**src/design/aes_pkg.sv**
```systemverilog
// Shared types, constants and field widths for the auto exposure search core.
// Depends on nothing; every other file imports it.
`default_nettype none

package aes_pkg;

  // Pixel format and fixed-point format of the shutter search
  localparam int PIXEL_BITS = 12;
  localparam int FRAC_BITS  = 10;

  // Field widths
  localparam int PIX_W      = 12;
  localparam int SET_W      = 11;
  localparam int CNT_W      = 21;
  localparam int SV_W       = 22;
  localparam int LIM_W      = 22;
  localparam int TIME_W     = 20;
  localparam int DARK_W     = 13;
  localparam int PCT_W      = 7;
  localparam int FPIX_W     = 21;
  localparam int CFG_IDX_W  = 3;
  localparam int CFG_DATA_W = 21;

  localparam logic [PIX_W-1:0] PIX_MAX   = PIX_W'((1 << PIXEL_BITS) - 1);
  localparam logic [CNT_W-1:0] COUNT_MAX = {CNT_W{1'b1}};

  // Opcodes of an input item
  localparam logic OP_START = 1'b0;
  localparam logic OP_PIXEL = 1'b1;

  // Exposure modes
  localparam logic MODE_SHT = 1'b0;
  localparam logic MODE_FBL = 1'b1;

  // Result status codes
  localparam logic [1:0] ST_OK       = 2'd0;
  localparam logic [1:0] ST_RANGE    = 2'd1;
  localparam logic [1:0] ST_CONTRAST = 2'd2;

  // Frame classes
  localparam logic [1:0] CLS_GOOD  = 2'd0;
  localparam logic [1:0] CLS_UNDER = 2'd1;
  localparam logic [1:0] CLS_OVER  = 2'd2;
  localparam logic [1:0] CLS_BOTH  = 2'd3;

  // Setting ranges
  localparam logic [SET_W-1:0] SHT_MAX   = 11'd1055;
  localparam logic [SET_W-1:0] SHT_START = 11'd528;
  localparam logic [SET_W-1:0] FBL_MAX   = 11'd12;
  localparam logic [SET_W-1:0] FBL_START = 11'd6;
  localparam logic [SET_W-1:0] SET_ONE   = 11'd1;

  // Shutter values in fixed point
  localparam logic [SV_W-1:0] SHT_MAX_FX   = SV_W'(SHT_MAX) << FRAC_BITS;
  localparam logic [SV_W-1:0] SHT_START_FX = SV_W'(SHT_START) << FRAC_BITS;
  localparam logic [SV_W-1:0] ONE_FX       = SV_W'(1) << FRAC_BITS;
  localparam logic [SV_W-1:0] HALF_FX      = SV_W'(1) << (FRAC_BITS - 1);

  // Exposure limit: frame_pixels * percent / 100 by reciprocal, exact for 28-bit products
  localparam int LP_W           = FPIX_W + PCT_W;
  localparam int LIM_RECIP_W    = 29;
  localparam int LQ_W           = LP_W + LIM_RECIP_W;
  localparam int LIM_SHIFT      = 35;
  localparam logic [LIM_RECIP_W-1:0] LIM_RECIP = 29'd343597384;

  // Shutter conversion: floor((80*t + 9321) / 6342)
  localparam int SN_W           = 23;
  localparam int SHT_RECIP_W    = 24;
  localparam int SP_W           = SN_W + SHT_RECIP_W;
  localparam int SHT_SHIFT      = 36;
  localparam logic [SN_W-1:0] SHT_MUL  = 23'd80;
  localparam logic [SN_W-1:0] SHT_ADD  = 23'd9321;
  localparam logic [SHT_RECIP_W-1:0] SHT_RECIP = 24'd10835617;

  // Blanking conversion: floor((t + 41850) / 83700)
  localparam int FN_W           = 21;
  localparam int FBL_RECIP_W    = 22;
  localparam int FP_W           = FN_W + FBL_RECIP_W;
  localparam int FBL_SHIFT      = 38;
  localparam int FQ_W           = FP_W - FBL_SHIFT;
  localparam logic [FN_W-1:0] FBL_ADD  = 21'd41850;
  localparam logic [FBL_RECIP_W-1:0] FBL_RECIP = 22'd3284085;

  // Fixed time limits in microseconds
  localparam logic [TIME_W-1:0] T_MIN     = 20'd3;
  localparam logic [TIME_W-1:0] T_SHT_MAX = 20'd83560;
  localparam logic [TIME_W-1:0] T_MAX     = 20'd1004400;

  // Configuration register indexes
  typedef enum logic [CFG_IDX_W-1:0] {
    CFG_FIXED_MODE   = 3'd0,
    CFG_FIXED_TIME   = 3'd1,
    CFG_DARK_LEVEL   = 3'd2,
    CFG_PERCENT      = 3'd3,
    CFG_FRAME_PIXELS = 3'd4
  } cfg_idx_t;

  // Search phase, one-hot
  typedef enum logic [3:0] {
    PH_IDLE  = 4'b0001,
    PH_PROBE = 4'b0010,
    PH_FBL   = 4'b0100,
    PH_SHT   = 4'b1000
  } phase_t;

  // One input item
  typedef struct packed {
    logic             op;
    logic [PIX_W-1:0] pixel;
    logic             last;
  } item_t;

  // One result item
  typedef struct packed {
    logic             mode;
    logic [SET_W-1:0] setting;
    logic             fin;
    logic [1:0]       status;
    logic [1:0]       cls;
  } res_t;

  // Outcome of the fixed time conversion
  typedef struct packed {
    logic             mode;
    logic [SET_W-1:0] setting;
    logic [1:0]       status;
  } fixed_t;

endpackage

`default_nettype wire

```
**src/design/aes_fixed_conv.sv**
```systemverilog
// Fixed exposure conversion: microseconds to shutter speed or blanking count.
// Depends on aes_pkg; the quotients come from registered reciprocal multiplies.
`default_nettype none

module aes_fixed_conv
  import aes_pkg::*;
(
  input  wire logic              clk,
  input  wire logic [TIME_W-1:0] time_us,
  output fixed_t                 fixed_res
);

  logic [SP_W-1:0]  sht_prod_r;
  logic [FP_W-1:0]  fbl_prod_r;
  logic [SN_W-1:0]  sht_num;
  logic [FN_W-1:0]  fbl_num;
  logic [SET_W-1:0] sht_q;
  logic [FQ_W-1:0]  fbl_q;

  // Numerators; the shutter one wraps only for times above T_SHT_MAX, where it is unused
  assign sht_num = SN_W'(time_us) * SHT_MUL + SHT_ADD;
  assign fbl_num = FN_W'(time_us) + FBL_ADD;

  always_ff @(posedge clk) begin
    sht_prod_r <= SP_W'(sht_num) * SP_W'(SHT_RECIP);
    fbl_prod_r <= FP_W'(fbl_num) * FP_W'(FBL_RECIP);
  end

  assign sht_q = sht_prod_r[SP_W-1:SHT_SHIFT];
  assign fbl_q = fbl_prod_r[FP_W-1:FBL_SHIFT];

  // Range select and clamp
  always_comb begin
    fixed_res = '{mode: MODE_SHT, setting: SET_ONE, status: ST_RANGE};
    if (time_us < T_MIN || time_us > T_MAX) begin
      fixed_res = '{mode: MODE_SHT, setting: SET_ONE, status: ST_RANGE};
    end else if (time_us <= T_SHT_MAX) begin
      fixed_res.mode   = MODE_SHT;
      fixed_res.status = ST_OK;
      if (sht_q > SHT_MAX)      fixed_res.setting = SHT_MAX;
      else if (sht_q < SET_ONE) fixed_res.setting = SET_ONE;
      else                      fixed_res.setting = sht_q;
    end else begin
      fixed_res.mode   = MODE_FBL;
      fixed_res.status = ST_OK;
      if (SET_W'(fbl_q) > FBL_MAX)      fixed_res.setting = FBL_MAX;
      else if (SET_W'(fbl_q) < SET_ONE) fixed_res.setting = SET_ONE;
      else                              fixed_res.setting = SET_W'(fbl_q);
    end
  end

endmodule

`default_nettype wire

```
**config.mk**
```make
export PLATFORM = sky130hd
export DESIGN_NAME = aes_fixed_conv
export DESIGN_NICKNAME = d
export VERILOG_FILES = /design/src/design/aes_pkg.sv /design/src/design/aes_fixed_conv.sv
export SDC_FILE = /design/constraint.sdc
export NUM_CORES = 1
export LEC_CHECK = 0
export ABC_AREA = 0
export BUFFER_PORTS_ARGS = -buffer_cell sky130_fd_sc_hd__buf_2
export CORE_UTILIZATION = 25
export CTS_CLUSTER_DIAMETER = 50
export DETAILED_ROUTE_END_ITERATION = 10
export SYNTH_ARGS = -nofsm -noshare
export SYNTH_HDL_FRONTEND = slang
export SYNTH_SLANG_ARGS = --single-unit
```
**constraint.sdc**
```tcl
create_clock -name clk -period 11.7 [get_ports clk]
set_clock_uncertainty 0.05 [all_clocks]
set_input_delay 1.755 -clock clk [delete_from_list [all_inputs] [get_ports clk]]
set_output_delay 1.755 -clock clk [all_outputs]
set_load 0.01 [all_outputs]
```
==> flow_metrics.tcl <==
set metrics [dict create \
    place_hpwl_um 34100 \
    drt-vias-per-instance 4.31 \
    critical_path_class "in -> reg" \
    synth-seq-cells 16 \
    tns_ps 0 \
    yosys.area_share.simple_pct 6.54 \
    diodes 0 \
    fin_crit_sh_pct 94.0 \
    fp.dieArea_mm2 0.0656 \
    path_delay_family "adder cells" \
    die_h_um 256 \
    gp_congestion 0.917 \
    syn_area_per_cell_um2 9.65 \
    ys_top_cells_by_area "ha_1 (36%), fa_1 (34%), inv_1 (11%)" \
    drt_iter0_drc 379 \
    wirelength_um 37200 \
    ctsResizeCount 0 \
    port_buffers 33 \
    synth-main-ff-cell "dfxtp_1" \
    cts_root_buffer "clkbuf_16" \
    cp-end-kind "flop" \
    worstSetupStartpointType "primary input" \
    detail_route.wl_per_cell_um 14.5 \
    muxShareOfSynthArea_pct 0.0620 \
    rsz0062_at_grt "no" \
    hp-start "sht_prod_r[41]" \
    grt_max_degree 13 \
    synth_top_family_by_area "adder cells" \
    multi_input_area_mm2 0.0140 \
    seq_area_frac_synth_pct 1.98 \
    grt_pass1_wl_um 63300 \
    tritoncts "built" \
    floorplan.initialDensity_pct 25.4 \
    num_vias 11068 \
    antenna_left 0 \
    antenna_found_initial 2 \
    crit_buf_inv 5 \
    slew_viol_final 0 \
    max_freq_ghz 0.0909 \
    cp.arrival_ps 11120 \
    clk_pin_slew_worst_paths_ps 50 \
    grt_util_all_layers_pct 11.9 \
    holdBufCountCts 0 \
    synth_cells 1673 \
    synth.net_count 2427 \
    ys_warn_count 0 \
    drive_gt1_share_pct 4.94 \
    relSlewSlack_pct 36.6 \
    synth_largest_area_cell "ha_1" \
    ff_latch_area_um2 320 \
    grt_pass1_vias 12220 \
    cp_data_required_time_ps 11820 \
    tightest_slew_ps 948 \
    area_growth_pct 8.87 \
    layout_min_cycle_time_ps 11000 \
    core-area_mm2 0.0634 \
    drcViolationCount 0 \
    synth-xor-area-share_pct 3.47 \
    max_cap_viol_count 0 \
    synth_compound_area_share_pct 6.88 \
    numCtsBuffers 3 \
    cts.sinks 16 \
    clockBufferDepth 2 \
    crit_start "time_us[3]" \
    worstPathMaxFanout 9 \
    gr-total-overflow 0 \
    io_pins 35 \
    critPathMaxStageDelay_ps 550 \
    synth_cell_types 67 \
    fillers 6652 \
    yosysTopAreaCellShare_pct 35.8 \
    synth_edf_count 0 \
    setup_viol 0 \
    final_nets 2478 \
    first_pass_iters 4 \
    num_rows 92 \
    synth_adder_area_share_pct 69.4 \
    async_reset_ff_share_pct 0 \
    cp_slowest_cell "fa_1" \
    post_cts_buffers 0 \
    final-hold-violation-count 0 \
    h-tree-depth 1 \
    outcome "completed" \
    synth_area_mm2 0.0161 \
    hp-class "reg -> out" \
    critPathMostFrequentCell "fa_1" \
    die_x_um 256 \
]
-- final timing paths --
check / to / slack [ps] / cells after the start
worst max-delay path: sht_prod_r[46] / 700 / 33
worst min-delay path: fixed_res[7] / 2470 / 3
-- through the flow --
step	instances	instance area, um^2	util, %	hold slack [ps]	setup slack, ps
final	2568	17600	27.7	2470	700
after global routing	2568	17600	27.7	2500	45.1
after CTS	2568	17600	27.7	2480	482
after detailed placement	2565	17500	27.6	2220	257
after global placement	2565	17500	27.6	2220	479
after floorplan	1673	16100	-	2090	1420
-- area by class of cell --
cell class              count  area share (%)
clock buffers               3           0.427
inverters                 489            10.4
multi-input cells        1159            79.4
flip-flops and latches     16            1.82
well taps                 846            6.02
repair buffers             55            1.88
-- state kept, by name, indices dropped and copies added, names as in the netlist --
name        cells
fbl_prod_r      5
sht_prod_r     11
-- Yosys cell counts (all sizes together), types with 2 or more instances --
library cell and count:
fa 271, nor2 58, o22ai 2, ha 462, a2111oi 5, buf 2
nor4 8, nand3 10, or3b 2, nor2b 8, and2 3, a311oi 2
o21a 4, dfxtp 16, nand4 14, and3 11, nand2 34, or2 13
a211o 2, xor2 30, o31a 3, nor3b 5, o21ai 31, and4 3
a21o 33, nor3 13, o31ai 2, a21boi 3, nand2b 10, o211ai 7
a31oi 8, clkbuf 7, or3 2, inv 489, nand3b 2, a211oi 12
a21oi 32, a31o 2, xnor2 33
-- cells in the final DEF, fill, tap and decap left out, types with 7 or more instances in the layout --
| master | Yosys | routed |
|---|---|---|
| and3_1 | 11 | 11 |
| xor2_1 | 29 | 29 |
| a31oi_1 | 8 | 8 |
| inv_1 | 489 | 489 |
| or2_2 | 13 | 13 |
| nand2_1 | 34 | 34 |
| fa_1 | 271 | 271 |
| a21o_1 | 33 | 33 |
| o21ai_0 | 28 | 28 |
| nand3_1 | 10 | 10 |
| a21oi_1 | 32 | 32 |
| nand4_1 | 14 | 14 |
| a211oi_1 | 10 | 10 |
| dfxtp_1 | 16 | 16 |
| nor3_1 | 13 | 13 |
| buf_2 | 1 | 33 |
| xnor2_1 | 33 | 33 |
| o211ai_1 | 7 | 7 |
| nor2b_1 | 8 | 8 |
| nor2_1 | 57 | 57 |
| buf_4 | 1 | 22 |
| ha_1 | 462 | 462 |
| nand2b_1 | 10 | 10 |
-- cells by family (layout without fill, tap and decap cells) --
kind of cell             count (synthesis)  count (layout)
adder cells (fa/ha/maj)                733             733
buffers and inverters                  498             547
AND/OR/NAND/NOR                        200             200
AO/OA/AOI/OAI                          161             161
XOR/XNOR                                63              63
flip-flops                              16              16
other                                    1               1
multiplexers                             1               1
-- metal layers --
layer  vias up  share of wire, %  track usage [%]
met1      5465                45             15.6
met2       140                50             21.2
met3        31               3.9             1.45
met5         -             0.062                0
li1       5428                 -                -
met4         4               1.1             1.51
Power is left out: the tool's default activity adds up to more than one toggle a clock period on the data nets, which glitch-free logic cannot reach.
