===== src/design/aes_pkg.sv =====
// Shared types, constants and field widths for the auto exposure search core.
// Depends on nothing; every other file imports it.
`default_nettype none

package aes_pkg;

  // Pixel format and fixed-point format of the shutter search
  localparam int PIXEL_BITS = 12;
  localparam int FRAC_BITS  = 10;

  // Field widths
  localparam int PIX_W      = 12;
  localparam int SET_W      = 11;
  localparam int CNT_W      = 21;
  localparam int SV_W       = 22;
  localparam int LIM_W      = 22;
  localparam int TIME_W     = 20;
  localparam int DARK_W     = 13;
  localparam int PCT_W      = 7;
  localparam int FPIX_W     = 21;
  localparam int CFG_IDX_W  = 3;
  localparam int CFG_DATA_W = 21;

  localparam logic [PIX_W-1:0] PIX_MAX   = PIX_W'((1 << PIXEL_BITS) - 1);
  localparam logic [CNT_W-1:0] COUNT_MAX = {CNT_W{1'b1}};

  // Opcodes of an input item
  localparam logic OP_START = 1'b0;
  localparam logic OP_PIXEL = 1'b1;

  // Exposure modes
  localparam logic MODE_SHT = 1'b0;
  localparam logic MODE_FBL = 1'b1;

  // Result status codes
  localparam logic [1:0] ST_OK       = 2'd0;
  localparam logic [1:0] ST_RANGE    = 2'd1;
  localparam logic [1:0] ST_CONTRAST = 2'd2;

  // Frame classes
  localparam logic [1:0] CLS_GOOD  = 2'd0;
  localparam logic [1:0] CLS_UNDER = 2'd1;
  localparam logic [1:0] CLS_OVER  = 2'd2;
  localparam logic [1:0] CLS_BOTH  = 2'd3;

  // Setting ranges
  localparam logic [SET_W-1:0] SHT_MAX   = 11'd1055;
  localparam logic [SET_W-1:0] SHT_START = 11'd528;
  localparam logic [SET_W-1:0] FBL_MAX   = 11'd12;
  localparam logic [SET_W-1:0] FBL_START = 11'd6;
  localparam logic [SET_W-1:0] SET_ONE   = 11'd1;

  // Shutter values in fixed point
  localparam logic [SV_W-1:0] SHT_MAX_FX   = SV_W'(SHT_MAX) << FRAC_BITS;
  localparam logic [SV_W-1:0] SHT_START_FX = SV_W'(SHT_START) << FRAC_BITS;
  localparam logic [SV_W-1:0] ONE_FX       = SV_W'(1) << FRAC_BITS;
  localparam logic [SV_W-1:0] HALF_FX      = SV_W'(1) << (FRAC_BITS - 1);

  // Exposure limit: frame_pixels * percent / 100 by reciprocal, exact for 28-bit products
  localparam int LP_W           = FPIX_W + PCT_W;
  localparam int LIM_RECIP_W    = 29;
  localparam int LQ_W           = LP_W + LIM_RECIP_W;
  localparam int LIM_SHIFT      = 35;
  localparam logic [LIM_RECIP_W-1:0] LIM_RECIP = 29'd343597384;

  // Shutter conversion: floor((80*t + 9321) / 6342)
  localparam int SN_W           = 23;
  localparam int SHT_RECIP_W    = 24;
  localparam int SP_W           = SN_W + SHT_RECIP_W;
  localparam int SHT_SHIFT      = 36;
  localparam logic [SN_W-1:0] SHT_MUL  = 23'd80;
  localparam logic [SN_W-1:0] SHT_ADD  = 23'd9321;
  localparam logic [SHT_RECIP_W-1:0] SHT_RECIP = 24'd10835617;

  // Blanking conversion: floor((t + 41850) / 83700)
  localparam int FN_W           = 21;
  localparam int FBL_RECIP_W    = 22;
  localparam int FP_W           = FN_W + FBL_RECIP_W;
  localparam int FBL_SHIFT      = 38;
  localparam int FQ_W           = FP_W - FBL_SHIFT;
  localparam logic [FN_W-1:0] FBL_ADD  = 21'd41850;
  localparam logic [FBL_RECIP_W-1:0] FBL_RECIP = 22'd3284085;

  // Fixed time limits in microseconds
  localparam logic [TIME_W-1:0] T_MIN     = 20'd3;
  localparam logic [TIME_W-1:0] T_SHT_MAX = 20'd83560;
  localparam logic [TIME_W-1:0] T_MAX     = 20'd1004400;

  // Configuration register indexes
  typedef enum logic [CFG_IDX_W-1:0] {
    CFG_FIXED_MODE   = 3'd0,
    CFG_FIXED_TIME   = 3'd1,
    CFG_DARK_LEVEL   = 3'd2,
    CFG_PERCENT      = 3'd3,
    CFG_FRAME_PIXELS = 3'd4
  } cfg_idx_t;

  // Search phase, one-hot
  typedef enum logic [3:0] {
    PH_IDLE  = 4'b0001,
    PH_PROBE = 4'b0010,
    PH_FBL   = 4'b0100,
    PH_SHT   = 4'b1000
  } phase_t;

  // One input item
  typedef struct packed {
    logic             op;
    logic [PIX_W-1:0] pixel;
    logic             last;
  } item_t;

  // One result item
  typedef struct packed {
    logic             mode;
    logic [SET_W-1:0] setting;
    logic             fin;
    logic [1:0]       status;
    logic [1:0]       cls;
  } res_t;

  // Outcome of the fixed time conversion
  typedef struct packed {
    logic             mode;
    logic [SET_W-1:0] setting;
    logic [1:0]       status;
  } fixed_t;

endpackage

`default_nettype wire


===== src/design/aes_search_fsm.sv =====
// Pixel counters, frame classing and the halving search state machine.
// Depends on aes_pkg; state advances only when the core's stage fires.
`default_nettype none

module aes_search_fsm
  import aes_pkg::*;
(
  input  wire logic              clk,
  input  wire logic              rst_n,
  input  wire logic              fire,
  input  item_t                  item,
  input  wire logic              fixed_mode,
  input  wire logic [DARK_W-1:0] dark_level,
  input  wire logic [LIM_W-1:0]  limit,
  input  fixed_t                 fixed_res,
  output logic                   has_res,
  output res_t                   res
);

  phase_t           phase_r, phase_nxt;
  logic [CNT_W-1:0] dark_cnt_r, dark_cnt_nxt;
  logic [CNT_W-1:0] sat_cnt_r, sat_cnt_nxt;
  logic [SV_W-1:0]  sv_r, sv_nxt;
  logic [CNT_W-1:0] step_r, step_nxt;

  logic [PIX_W-1:0] pix;
  logic             is_dark, is_sat;
  logic [CNT_W-1:0] dark_new, sat_new;
  logic [1:0]       cls;
  logic [SV_W-1:0]  step_ext, adj, rnd_in, rnd;
  logic             fbl_out, sht_out, sht_high;

  // Per-pixel counting, saturating
  assign pix      = item.pixel & PIX_MAX;
  assign is_dark  = DARK_W'(pix) < dark_level;
  assign is_sat   = pix == PIX_MAX;
  assign dark_new = dark_cnt_r + CNT_W'(is_dark && dark_cnt_r != COUNT_MAX);
  assign sat_new  = sat_cnt_r + CNT_W'(is_sat && sat_cnt_r != COUNT_MAX);

  // Frame class from the counts including this pixel
  assign cls = {LIM_W'(sat_new) > limit, LIM_W'(dark_new) > limit};

  // Search step: under adds, over subtracts with floor at zero
  assign step_ext = SV_W'(step_r);
  always_comb begin
    adj = sv_r;
    if (cls == CLS_UNDER)     adj = sv_r + step_ext;
    else if (cls == CLS_OVER) adj = (step_ext > sv_r) ? '0 : sv_r - step_ext;
  end

  assign fbl_out  = adj > SV_W'(FBL_MAX) || adj == '0;
  assign sht_high = adj > SHT_MAX_FX;
  assign sht_out  = sht_high || adj < ONE_FX;

  // Shutter rounding half up; a finished search reports the value in use
  assign rnd_in = (cls == CLS_GOOD || cls == CLS_BOTH) ? sv_r : adj;
  assign rnd    = (rnd_in + HALF_FX) >> FRAC_BITS;

  always_comb begin
    phase_nxt    = phase_r;
    dark_cnt_nxt = dark_cnt_r;
    sat_cnt_nxt  = sat_cnt_r;
    sv_nxt       = sv_r;
    step_nxt     = step_r;
    has_res      = 1'b0;
    res          = '0;
    if (item.op == OP_START) begin
      dark_cnt_nxt = '0;
      sat_cnt_nxt  = '0;
      has_res      = 1'b1;
      if (fixed_mode) begin
        phase_nxt = PH_IDLE;
        res = '{mode: fixed_res.mode, setting: fixed_res.setting, fin: 1'b1,
                status: fixed_res.status, cls: CLS_GOOD};
      end else begin
        phase_nxt = PH_PROBE;
        res = '{mode: MODE_SHT, setting: SHT_MAX, fin: 1'b0, status: ST_OK, cls: CLS_GOOD};
      end
    end else if (phase_r != PH_IDLE) begin
      dark_cnt_nxt = dark_new;
      sat_cnt_nxt  = sat_new;
      if (item.last) begin
        dark_cnt_nxt = '0;
        sat_cnt_nxt  = '0;
        has_res      = 1'b1;
        res.cls      = cls;
        unique case (phase_r)
          PH_PROBE: begin
            if (cls == CLS_GOOD || cls == CLS_BOTH) begin
              phase_nxt   = PH_IDLE;
              res.mode    = MODE_SHT;
              res.setting = SHT_MAX;
              res.fin     = 1'b1;
              res.status  = (cls == CLS_BOTH) ? ST_CONTRAST : ST_OK;
            end else if (cls == CLS_UNDER) begin
              phase_nxt   = PH_FBL;
              sv_nxt      = SV_W'(FBL_START);
              step_nxt    = CNT_W'((FBL_START + SET_ONE) >> 1);
              res.mode    = MODE_FBL;
              res.setting = FBL_START;
            end else begin
              phase_nxt   = PH_SHT;
              sv_nxt      = SHT_START_FX;
              step_nxt    = CNT_W'(SHT_START_FX >> 1);
              res.mode    = MODE_SHT;
              res.setting = SHT_START;
            end
          end
          PH_FBL: begin
            res.mode = MODE_FBL;
            if (cls == CLS_GOOD || cls == CLS_BOTH) begin
              phase_nxt   = PH_IDLE;
              res.setting = SET_W'(sv_r);
              res.fin     = 1'b1;
              res.status  = (cls == CLS_BOTH) ? ST_CONTRAST : ST_OK;
            end else if (fbl_out) begin
              phase_nxt   = PH_IDLE;
              sv_nxt      = adj;
              res.setting = (adj > SV_W'(FBL_MAX)) ? FBL_MAX : SET_ONE;
              res.fin     = 1'b1;
              res.status  = ST_RANGE;
            end else begin
              sv_nxt      = adj;
              step_nxt    = (step_r + CNT_W'(1)) >> 1;
              res.setting = SET_W'(adj);
            end
          end
          PH_SHT: begin
            res.mode = MODE_SHT;
            if (cls == CLS_GOOD || cls == CLS_BOTH) begin
              phase_nxt   = PH_IDLE;
              res.setting = SET_W'(rnd);
              res.fin     = 1'b1;
              res.status  = (cls == CLS_BOTH) ? ST_CONTRAST : ST_OK;
            end else if (sht_out) begin
              phase_nxt   = PH_IDLE;
              sv_nxt      = adj;
              res.setting = sht_high ? SHT_MAX : SET_ONE;
              res.fin     = 1'b1;
              res.status  = ST_RANGE;
            end else begin
              sv_nxt      = adj;
              step_nxt    = step_r >> 1;
              res.setting = SET_W'(rnd);
            end
          end
          PH_IDLE: begin
            has_res = 1'b0;
          end
          default: begin
            has_res = 1'b0;
          end
        endcase
      end
    end
  end

  always_ff @(posedge clk) begin
    if (!rst_n) begin
      phase_r    <= PH_IDLE;
      dark_cnt_r <= '0;
      sat_cnt_r  <= '0;
      sv_r       <= '0;
      step_r     <= '0;
    end else if (fire) begin
      phase_r    <= phase_nxt;
      dark_cnt_r <= dark_cnt_nxt;
      sat_cnt_r  <= sat_cnt_nxt;
      sv_r       <= sv_nxt;
      step_r     <= step_nxt;
    end
  end

endmodule

`default_nettype wire


===== config.mk =====
export PLATFORM = sky130hd
export DESIGN_NAME = aes_search_fsm
export DESIGN_NICKNAME = d
export VERILOG_FILES = /design/src/design/aes_pkg.sv /design/src/design/aes_search_fsm.sv
export SDC_FILE = /design/constraint.sdc
export NUM_CORES = 1
export LEC_CHECK = 0
export BUFFER_PORTS_ARGS = -buffer_cell sky130_fd_sc_hd__buf_4
export CAP_MARGIN = 0
export CORE_MARGIN = 1
export CORE_UTILIZATION = 60
export CTS_CLUSTER_SIZE = 28
export DETAILED_ROUTE_END_ITERATION = 6
export PLACE_DENSITY_LB_ADDON = 0.2
export SLEW_MARGIN = 10
export SYNTH_ARGS = -nofsm -noshare
export SYNTH_HDL_FRONTEND = slang
export SYNTH_SLANG_ARGS = --single-unit

===== constraint.sdc =====
create_clock -name clk -period 21.8 [get_ports clk]
set_input_delay 5.45 -clock clk [delete_from_list [all_inputs] [get_ports clk]]
set_output_delay 5.45 -clock clk [all_outputs]
set_load 0.005 [all_outputs]

==> key figures, run 1 <==
Status
  – Status: completed

Yosys
  – Ys flop type: dfxtp_1
  – Seq cells post-synth: 88
  – Post-synth EDFFs: 0
  – Distinct cells, synth: 96
  – Async S/R FF share, synth: 0%
  – Post-Syn Area: 10000 sq um
  – Number of synthesis warnings: 0
  – Syn avg cell area: 7.23 sq um
  – Cells after synthesis: 1383
  – Seq/Total Area, Yosys: 17.6%
  – Mapped Nets: 1556

STA
  – Final Hold Viols: 0
  – Worst slew pin tran: 939 ps
  – Final Skew: 11.2 ps
  – Final worst slack: 1210 ps
  – Period utilisation layout: 94.5%
  – Worst slew margin: 37.3%
  – Total Neg Setup Slack: 0 ps
  – Final hold slack: 519 ps
  – Max Freq: 0.0486 GHz
  – Setup violators final: 0
  – Max-slew violation count: 0
  – Unrepaired setup endpoints after global routing: false
  – Fin crit period: 20590 ps

Routing
  – 1st-pass router iterations: 6
  – Routed via count: 11100
  – DR WL/cell: 20.6 microns
  – Post-route ant nets: 0
  – Vias/cell: 6.76
  – Starting DRT DRC Count: 1439
  – WL final: 33.8 mm
  – DRC: 0

Setup path
  – CP max FO: 22
  – Worst setup path start: item[2]
  – Crit path top cell by count: a21o_1
  – WS Path Type: in2out
  – Slowest CP cell: inv_1
  – Crit path DAT: 15140 ps
  – Critical Path RT: 16350 ps
  – Crit path capture type: primary output
  – Setup crit start kind: input pin
  – CP max stage delay: 570 ps
  – RR Startpoint: dark_cnt_r[17]

Cells and area
  – Multi-input logic area: 7610 sq um
  – Commonest non-fill, non-tap cell in the layout: nor2_1
  – Nets: 1593
  – Fin util: 68.3%
  – Final non-filler cell total: 1641
  – Register area: 1760 sq um
  – Antenna Cells: 0
  – Share of layout cells above drive strength 1: 10.5%
  – Most frequent cells in the layout: nor2_1 (155), nand2_1 (112), a21oi_1 (107)
  – Filler Cell Count: 1406
  – Area Growth Syn to Fin: 9.66%

Pwr
  – Worst VDD drop: 0.0427 mV
  – Leak Pwr: 0.00473 uW
  – Cell Pwr Density: 33.1 nW/um^2

Die
  – Starting Density: 62.3%
  – Die H: 131 microns
  – Die width: 131 microns
  – CORE AREA: 16100 sq um
  – Standard-cell rows: 46
  – # IOs: 85
  – Die area: 17200 sq um

Global routing
  – Largest net degree at the start of global routing: 58
  – GR Layer Usage met1: 57.1%
  – Grt met2 use: 56.6%
  – Global-route wire length before repair: 53.4 mm
  – Antenna violations before repair: 0
  – GRT met3 Usage: 8.99%
  – Overflow after GRT: 0
  – Vias in the first global route: 9798
  – Busiest grt layer: met1
  – Tot GR Track Use: 38.5%

Clocking
  – Post-CTS resize count: 0
  – CTS root buffer: clkbuf_16
  – Worst-case clock buffer depth: 2
  – Hold_buf cts: 0
  – Post-CTS setup buffer count: 0
  – Clock transition at path regs: 70 ps
  – CTS Buf Count: 9
  – Clk sinks: 88
  – CTS tree: built
  – Worst-Skew Late Latency: 350 ps
  – H-tree depth: 3

Run
  – Max cap viols: 0

Place
  – Gpl congestion: 1.01
  – # placed instances: 1625
  – Port Buffers: 84
  – Pre-CTS setup slack: 1460 ps
  – Final HPWL DP: 26.2 mm

Min path
  – HP Class: reg2reg
  – Worst hold start: dark_cnt_r[11]
final cells by class:
cell class              count  share of cell area, %
multi-input cells        1142                   69.4
flip-flops and latches     88                   16.1
repair buffers             91                   6.23
inverters                  88                   3.01
well taps                 216                   2.46
clock buffers              10                   2.18
clock inverters             6                  0.662
metal layers:
layer / vias up / routed length [microns]
met4: 0 / 455
met3: 51 / 4160
met1: 5209 / 15000
met5: - / 0
met2: 664 / 14300
li1: 5174 / -
cell usage after synthesis, drive strengths merged (4+ instances only):
library cell / count / area (sq um)
a211oi: 15 / 113
a21boi: 6 / 45.1
a21o: 31 / 238
a21oi: 108 / 544
a221o: 5 / 51.3
a221oi: 9 / 78.8
a22o: 15 / 131
a22oi: 58 / 435
a31oi: 13 / 81.3
and2: 10 / 66.3
and3: 25 / 156
and4: 8 / 70.1
buf: 20 / 143
clkbuf: 45 / 179
dfxtp: 88 / 1760
ha: 104 / 1300
inv: 85 / 319
nand2: 112 / 420
nand2b: 12 / 75.1
nand3: 62 / 315
nand3b: 12 / 90.1
nand4: 22 / 138
nand4b: 4 / 35.0
nor2: 156 / 593
nor2b: 14 / 90.1
nor3: 35 / 180
nor4: 7 / 50.1
nor4b: 5 / 43.8
o211ai: 11 / 82.6
o21a: 10 / 75.1
o21ai: 92 / 468
o21bai: 7 / 52.6
o221ai: 8 / 70.1
o22a: 4 / 36.3
o22ai: 7 / 43.8
o311a: 4 / 40.0
o31a: 6 / 52.6
o31ai: 10 / 80.1
o41ai: 4 / 53.8
or2: 6 / 37.5
or3: 8 / 51.3
or4: 9 / 76.3
xnor2: 46 / 403
xor2: 21 / 184
critical path: cells and delay by family:
| kind | cells | cell delay, ps |
|---|---|---|
| xor+xnor | 1 | 110 |
| compound gates | 16 | 3760 |
| fa+ha+maj | 4 | 1080 |
| simple gates | 15 | 3870 |
| buf+inv | 3 | 850 |
sequential cells by signal, indices dropped and copies added (netlist names):
| register | flops |
|---|---|
| sv_r | 22 |
| dark_cnt_r | 21 |
| sat_cnt_r | 21 |
| step_r | 20 |
| phase_r | 4 |
worst paths after layout:
path	to	slack (ps)	cells past startpoint
worst max-delay path	res[15]	1210	39
worst min-delay path	dark_cnt_r[11]	520	2
worst max register to register	step_r[10]	13150	31
worst min register to register	dark_cnt_r[11]	520	2
power breakdown:
group	total (uW)	internal (uW)	leakage [uW]	switching, uW
Clock	165	93.5	0.000150	71.1
Sequential	161	161	0.000709	0.359
Combinational	37.4	17.2	0.00388	20.2
Total	363	272	0.00473	91.7
stage by stage:
| stage | total power, uW | area (sq um) |
|---|---|---|
| after floorplan | 183 | 10000 |
| after global placement | 201 | 10700 |
| after detailed placement | 202 | 10700 |
| after CTS | 363 | 11000 |
| after global routing | 373 | 11000 |
| final | 363 | 11000 |
cell families (layout without fill, tap and decap cells):
logic type	Yosys count	in the layout	share of synthesized area, %
flops	88	88	17.6
buf+inv	153	195	6.52
simple gates	513	513	25.5
xor+xnor	67	67	5.87
compound gates	452	452	30.7
fa+ha+maj	106	106	13.4
mux	4	4	0.413
(Power assumes the default switching activity.)
==> run 2: changes to the inputs <==
--- a/config.mk
+++ b/config.mk
@@ -7,11 +7,14 @@
 export LEC_CHECK = 0
 export BUFFER_PORTS_ARGS = -buffer_cell sky130_fd_sc_hd__buf_4
 export CAP_MARGIN = 0
+export CELL_PAD_IN_SITES_DETAIL_PLACEMENT = 1
+export CELL_PAD_IN_SITES_GLOBAL_PLACEMENT = 1
 export CORE_MARGIN = 1
-export CORE_UTILIZATION = 60
+export CORE_UTILIZATION = 45
 export CTS_CLUSTER_SIZE = 28
 export DETAILED_ROUTE_END_ITERATION = 6
 export PLACE_DENSITY_LB_ADDON = 0.2
+export SETUP_SLACK_MARGIN = 0.3
 export SLEW_MARGIN = 10
 export SYNTH_ARGS = -nofsm -noshare
 export SYNTH_HDL_FRONTEND = slang
==> run 2 against run 1 <==
Sequential share of layout area fell by 0.098 points. Combinational power rose by 3%. Final cell count rose by 4.1%. Power fell by 1.2%. Sequential power barely moved. Critical path depth did not move. Die area rose by 33%. Via count fell by 0.84%. Hold slack got worse by 4.1 ps. Core utilization fell by 18 points. Routed wire length rose by 12%.
==> key figures, run 2 (synthesis results as in run 1) <==
Die
  – Die H: 151 microns (+15%)
  – Die width: 151 microns (+15%)
  – CORE AREA: 21800 sq um (+36%)
  – Starting Density: 45.8% (-16 points)
  – Die area: 22800 sq um (+33%)
  – # IOs: 85 (unchanged)
  – Standard-cell rows: 54 (+17%)

Place
  – Post-DP Area: 10700 sq um (+0.89%)
  – Gpl congestion: 0.940 (-6.9%)
  – Port Buffers: 84 (unchanged)
  – Final HPWL DP: 29.7 mm (+14%)
  – # placed instances: 1691 (+4.1%)

Pwr
  – Combinational Power Share: 10.7% (+0.4 points)
  – Pint: 258 uW (-5.1%)
  – Sequential share of power: 44.9% (+0.5 points)
  – Clock Power Share: 44.4% (-0.9 points)
  – Leak Pwr: 0.00473 uW (-0.11%)
  – Net Sw Power: 101 uW (+10%)
  – Sw frac: 28.2% (+3.0 points)
  – Worst VDD drop: 0.0353 mV (-17%)
  – Cell Pwr Density: 32.5 nW/um^2 (-1.8%)

Routing
  – Starting DRT DRC Count: 590 (-59%)
  – WL final: 37.9 mm (+12%)
  – 1st-pass router iterations: 5 (-1)
  – DR WL/cell: 22.2 microns (+7.6%)
  – Routed via count: 11000 (-0.84%)
  – Post-route ant nets: 0 (unchanged)
  – Vias/cell: 6.44 (-4.7%)
  – DRC: 0 (unchanged)

STA
  – Setup violators final: 0 (unchanged)
  – Fin crit period: 20300 ps (-288 ps)
  – Worst slew pin tran: 938 ps (-1.05 ps)
  – Total Neg Setup Slack: 0 ps (unchanged)
  – Max Freq: 0.0493 GHz (+1.4%)
  – Final Hold Viols: 0 (unchanged)
  – Period utilisation layout: 93.1% (-1.3 points)
  – Max-slew violation count: 0 (unchanged)
  – Worst slew margin: 36.6% (-0.68 points)
  – Final Skew: 15.9 ps (+4.70 ps)
  – Unrepaired setup endpoints after global routing: false

Setup path
  – Crit path capture type: primary output
  – Critical Path RT: 16350 ps (about the same)
  – Slowest CP cell: inv_1
  – Top delay family on crit path: simple AND/OR/NAND/NOR gates
  – Crit path DAT: 14850 ps (-290 ps)
  – CP max FO: 22 (unchanged)
  – Register-to-register setup slack: 13300 ps (+150 ps)
  – Setup crit start kind: input pin
  – WS Path Type: in2out
  – Worst Path Buf+Inv: 3 (unchanged)
  – Crit path top cell by count: a21o_1
  – CP max stage delay: 570 ps (about the same)

Clocking
  – Hold_buf cts: 0 (unchanged)
  – Worst-case clock buffer depth: 2 (unchanged)
  – Clk sinks: 88 (unchanged)
  – CTS Buf Count: 9 (unchanged)
  – CTS root buffer: clkbuf_16
  – H-tree depth: 3 (unchanged)
  – Worst-Skew Late Latency: 370 ps (+20 ps)
  – CTS tree: built
  – Post-CTS resize count: 0 (unchanged)
  – Post-CTS setup buffer count: 0 (unchanged)
  – Clock transition at path regs: 70 ps (about the same)

Status
  – Status: completed

Min path
  – HP Class: reg2reg

Global routing
  – Antenna violations before repair: 1 (+1)
  – Vias in the first global route: 11000 (+12%)
  – Largest net degree at the start of global routing: 75 (+29%)
  – Global-route wire length before repair: 59.1 mm (+11%)
  – Tot GR Track Use: 33.7% (-4.8 points)
  – Overflow after GRT: 0 (unchanged)

Cells and area
  – Nets: 1595 (+0.13%)
  – Final non-filler cell total: 1708 (+4.1%)
  – Largest Register: sv_r
  – Commonest non-fill, non-tap cell in the layout: nor2_1
  – Area Growth Syn to Fin: 10.3%
  – Biggest regs: sv_r x22, dark_cnt_r x21, sat_cnt_r x21
  – Design Area, Final: 11000 sq um (+0.62%)
  – Share of layout cells above drive strength 1: 10.6% (+0.055 points)
  – Most frequent cells in the layout: nor2_1 (155), nand2_1 (112), a21oi_1 (107)
  – Max FFs per register: 22 (unchanged)
  – Filler Cell Count: 2840 (+100%)

Run
  – Max cap viols: 0 (unchanged)
run 2: power by group through the flow:
stage | clock [uW] | sequential [uW] | combinational [uW]
after floorplan | 0 | 165 | 18.4
after global placement | 0 | 165 | 37.5
after detailed placement | 0 | 165 | 38.4
after CTS | 163 | 161 | 38.6
after global routing | 170 | 161 | 42.2
final | 159 | 161 | 38.6
run 2: metrics by stage:
step	setup slack (ps)	hold WS, ps	power [uW]	util [%]
final	1500	515	359	50.6
after global routing	1060	533	373	50.6
after CTS	1580	521	362	50.6
after detailed placement	1630	505	203	49.2
after global placement	1860	496	202	49.2
after floorplan	3010	465	183	-
run 2: worst paths after layout:
kind | from | end | cells past startpoint
worst max register to register | sat_cnt_r[13] | step_r[4] | 29
worst min-delay path | dark_cnt_r[11] | dark_cnt_r[11] | 2
worst min register to register | dark_cnt_r[11] | dark_cnt_r[11] | 2
worst max-delay path | item[2] | res[15] | 39
run 2: area by class of cell:
cell class | count | area [sq um] | share of cell area (%)
Sequential cell | 88 | 1760 | 16.0
Tap cell | 280 | 350 | 3.17
Clock buffer | 9 | 225 | 2.04
Clock inverter | 7 | 61.3 | 0.555
Multi-Input combinational cell | 1142 | 7610 | 68.9
Inverter | 88 | 330 | 2.99
Antenna cell | 1 | 2.50 | 0.0227
Timing Repair Buffer | 93 | 698 | 6.33
run 2: per-layer routing:
layer / vias to the layer above / global-route usage [%] / wire (microns)
met2: 344 / 57.9 / 18100
met1: 5376 / 39.3 / 15500
met3: 109 / 4.64 / 1850
li1: 5176 / - / -
met5: - / 0 / 0
met4: 0 / 21.1 / 2430
run 2: worst reg2reg max path, delay by kind of cell (launching register included):
family,cells,cell delay (ps)
buffers and inverters,2,590
AOI/OAI and AO/OA,10,2260
xor gates and xnor gates,1,350
and+or+nand+nor,13,4080
adders and majority gates,3,810
DFF,1,370
==> run 3: changes to the inputs <==
--- a/config.mk
+++ b/config.mk
@@ -9,12 +9,12 @@
 export CAP_MARGIN = 0
 export CELL_PAD_IN_SITES_DETAIL_PLACEMENT = 1
 export CELL_PAD_IN_SITES_GLOBAL_PLACEMENT = 1
+export CORE_ASPECT_RATIO = 0.75
 export CORE_MARGIN = 1
 export CORE_UTILIZATION = 45
 export CTS_CLUSTER_SIZE = 28
 export DETAILED_ROUTE_END_ITERATION = 6
 export PLACE_DENSITY_LB_ADDON = 0.2
-export SETUP_SLACK_MARGIN = 0.3
 export SLEW_MARGIN = 10
 export SYNTH_ARGS = -nofsm -noshare
 export SYNTH_HDL_FRONTEND = slang
==> run 3 against run 2 <==
Fmax decreased by 2.3%. Sequential share of layout area about the same. Core utilization increased by 0.90 points. Sequential power about the same. Die area about the same. Cell area increased by 0.11%. Combinational power about the same. Via count increased by 1.4%. Routed wire length increased by 2.2%. Hold slack improved by 14 ps. Clock-buffer cell count increased by 2. Critical endpoint unchanged. Largest cell class unchanged. Highest routed layer unchanged.
==> key figures, run 3 (synthesis results as in run 1) <==
Status
  – Status: completed

Global routing
  – Antenna violations before repair: 0 (-1)
  – Global-route wire length before repair: 60.3 mm (+2.1%)
  – Tot GR Track Use: 33.6% (-0.12 points)
  – Overflow after GRT: 0 (unchanged)
  – Vias in the first global route: 10500 (-4.4%)
  – Largest net degree at the start of global routing: 75 (unchanged)

Pwr
  – Clock Power Share: 44.0% (-0.4 points)
  – Net Sw Power: 95.6 uW (-5.6%)
  – Cell Pwr Density: 32.3 nW/um^2 (-0.66%)
  – Worst VDD drop: 0.0314 mV (-11%)
  – Sw frac: 26.8% (-1.4 points)
  – Sequential share of power: 45.2% (+0.3 points)
  – Pint: 261 uW (+1.4%)
  – Final Power: 357 uW (-0.55%)
  – Leak Pwr: 0.00474 uW (+0.24%)
  – Combinational Power Share: 10.9% (+0.2 points)

Min path
  – Number of cells on the worst hold path: 2 (unchanged)
  – Hold endpoint: dark_cnt_r[11]
  – Worst hold start: dark_cnt_r[11]
  – HP Class: reg2reg

STA
  – Max Freq: 0.0481 GHz (-2.3%)
  – Max-slew violation count: 0 (unchanged)
  – Unrepaired setup endpoints after global routing: false
  – Final Hold Viols: 0 (unchanged)
  – Fin crit period: 20770 ps (+469 ps)
  – Worst slew pin tran: 920 ps (-17.7 ps)
  – Period utilisation layout: 95.3% (+2.2 points)
  – Final Skew: 16.3 ps (+0.383 ps)
  – Setup violators final: 0 (unchanged)
  – Total Neg Setup Slack: 0 ps (unchanged)
  – Worst slew margin: 37.8% (+1.2 points)

Die
  – Die width: 174 microns (+15%)
  – Die H: 131 microns (-13%)
  – Standard-cell rows: 46 (-15%)
  – # IOs: 85 (unchanged)
  – Die area: 22800 sq um (about the same)
  – CORE AREA: 21500 sq um (-1.6%)
  – Starting Density: 46.6% (+0.76 points)

Setup path
  – Crit path capture type: primary output
  – WS Path Type: in2out
  – Crit path top cell by count: a21o_1
  – Register-to-register setup slack: 12730 ps (-570 ps)
  – Slowest CP cell: ha_1
  – Critical Path RT: 16350 ps (about the same)
  – RR Startpoint: sat_cnt_r[13]
  – Setup crit start kind: input pin
  – Crit path DAT: 15320 ps (+470 ps)
  – CP max stage delay: 990 ps (+420 ps)
  – Cell depth of the worst flop-to-flop path: 29 (unchanged)
  – CP max FO: 27 (+23%)
  – Worst r2r dst: step_r[8]

Clocking
  – CTS tree: built
  – Clock transition at path regs: 70 ps (about the same)
  – Clk sinks: 88 (unchanged)
  – Post-CTS setup buffer count: 0 (unchanged)
  – H-tree depth: 3 (unchanged)
  – Hold_buf cts: 0 (unchanged)
  – Worst-Skew Late Latency: 370 ps (about the same)
  – Worst-case clock buffer depth: 2 (unchanged)
  – Post-CTS resize count: 0 (unchanged)
  – CTS root buffer: clkbuf_16
  – CTS Buf Count: 9 (unchanged)

Cells and area
  – Filler Cell Count: 2775 (-2.3%)
  – Antenna Cells: 0 (-1)
  – Biggest regs: sv_r x22, dark_cnt_r x21, sat_cnt_r x21
  – Share of layout cells above drive strength 1: 10.6% (+0.063 points)
  – Largest Register: sv_r
  – Nets: 1596 (+0.063%)
  – Max FFs per register: 22 (unchanged)
  – Area Growth Syn to Fin: 10.5%
  – Commonest non-fill, non-tap cell in the layout: nor2_1
  – Most frequent cells in the layout: nor2_1 (155), nand2_1 (112), a21oi_1 (107)

Routing
  – Starting DRT DRC Count: 1107 (+88%)
  – Routed via count: 11200 (+1.4%)
  – Post-route ant nets: 0 (unchanged)
  – DRC: 0 (unchanged)
  – Vias/cell: 6.50 (+0.93%)
  – 1st-pass router iterations: 5 (unchanged)
  – DR WL/cell: 22.6 microns (+1.8%)
  – WL final: 38.8 mm (+2.2%)

Place
  – Gpl congestion: 0.956 (+1.7%)
  – Port Buffers: 84 (unchanged)
  – Final HPWL DP: 30.5 mm (+2.6%)

Run
  – Max cap viols: 0 (unchanged)
[run 3: layout make-up]
class | instances | area [sq um] | area share (%)
Clock inverter | 5 | 31.3 | 0.283
Inverter | 88 | 330 | 2.99
Sequential cell | 88 | 1760 | 15.9
Tap cell | 288 | 360 | 3.26
Timing Repair Buffer | 94 | 706 | 6.39
Clock buffer | 11 | 253 | 2.29
Multi-Input combinational cell | 1142 | 7610 | 68.8
[run 3: power by group through the flow]
stage               logic, uW  registers, uW  clock network [uW]
finish                   38.7            161                 157
floorplan                18.4            165                   0
global route             42.2            161                 165
detailed placement       38.1            165                   0
CTS                      38.4            161                 160
global placement         37.2            165                   0
[run 3: worst max path at each step]
stage                             start       to  slack [ps]  cells after the start
after CTS                 dark_level[1]  res[15]        1180                     39
after global routing      dark_level[1]  res[15]         380                     38
after detailed placement  dark_level[1]  res[15]        1230                     39
after global placement          item[2]  res[15]        1620                     38
final                           item[2]  res[15]        1030                     38
after floorplan           dark_level[1]   res[8]        3010                     43
[run 3: per-layer routing]
metal | routed length [microns] | global-route usage [%] | vias up
met2 | 15500 | 46.9 | 480
met5 | 0 | 0 | -
met3 | 3950 | 8.02 | 30
li1 | - | - | 5185
met1 | 18900 | 51.6 | 5464
met4 | 435 | 5.46 | 0
[run 3: through the flow]
stage	cell area (sq um)	utilization, %	std cells	setup slack, ps	hold slack (ps)
3_3_place_gp	10800	50.1	1700	1620	493
6_report	11000	51.5	1716	1030	529
2_1_floorplan	10000	-	1383	3010	465
4_1_cts	11000	51.5	1716	1180	529
3_5_place_dp	10800	50.1	1700	1230	510
5_1_grt	11000	51.5	1716	379	577
[run 3: worst max-delay path: cells and delay by family]
family | cells | cell delay (ps)
buffers and inverters | 3 | 1030
AO/OA/AOI/OAI | 16 | 2950
adder cells (fa/ha/maj) | 4 | 1740
XOR/XNOR | 1 | 100
AND/OR/NAND/NOR | 14 | 4020
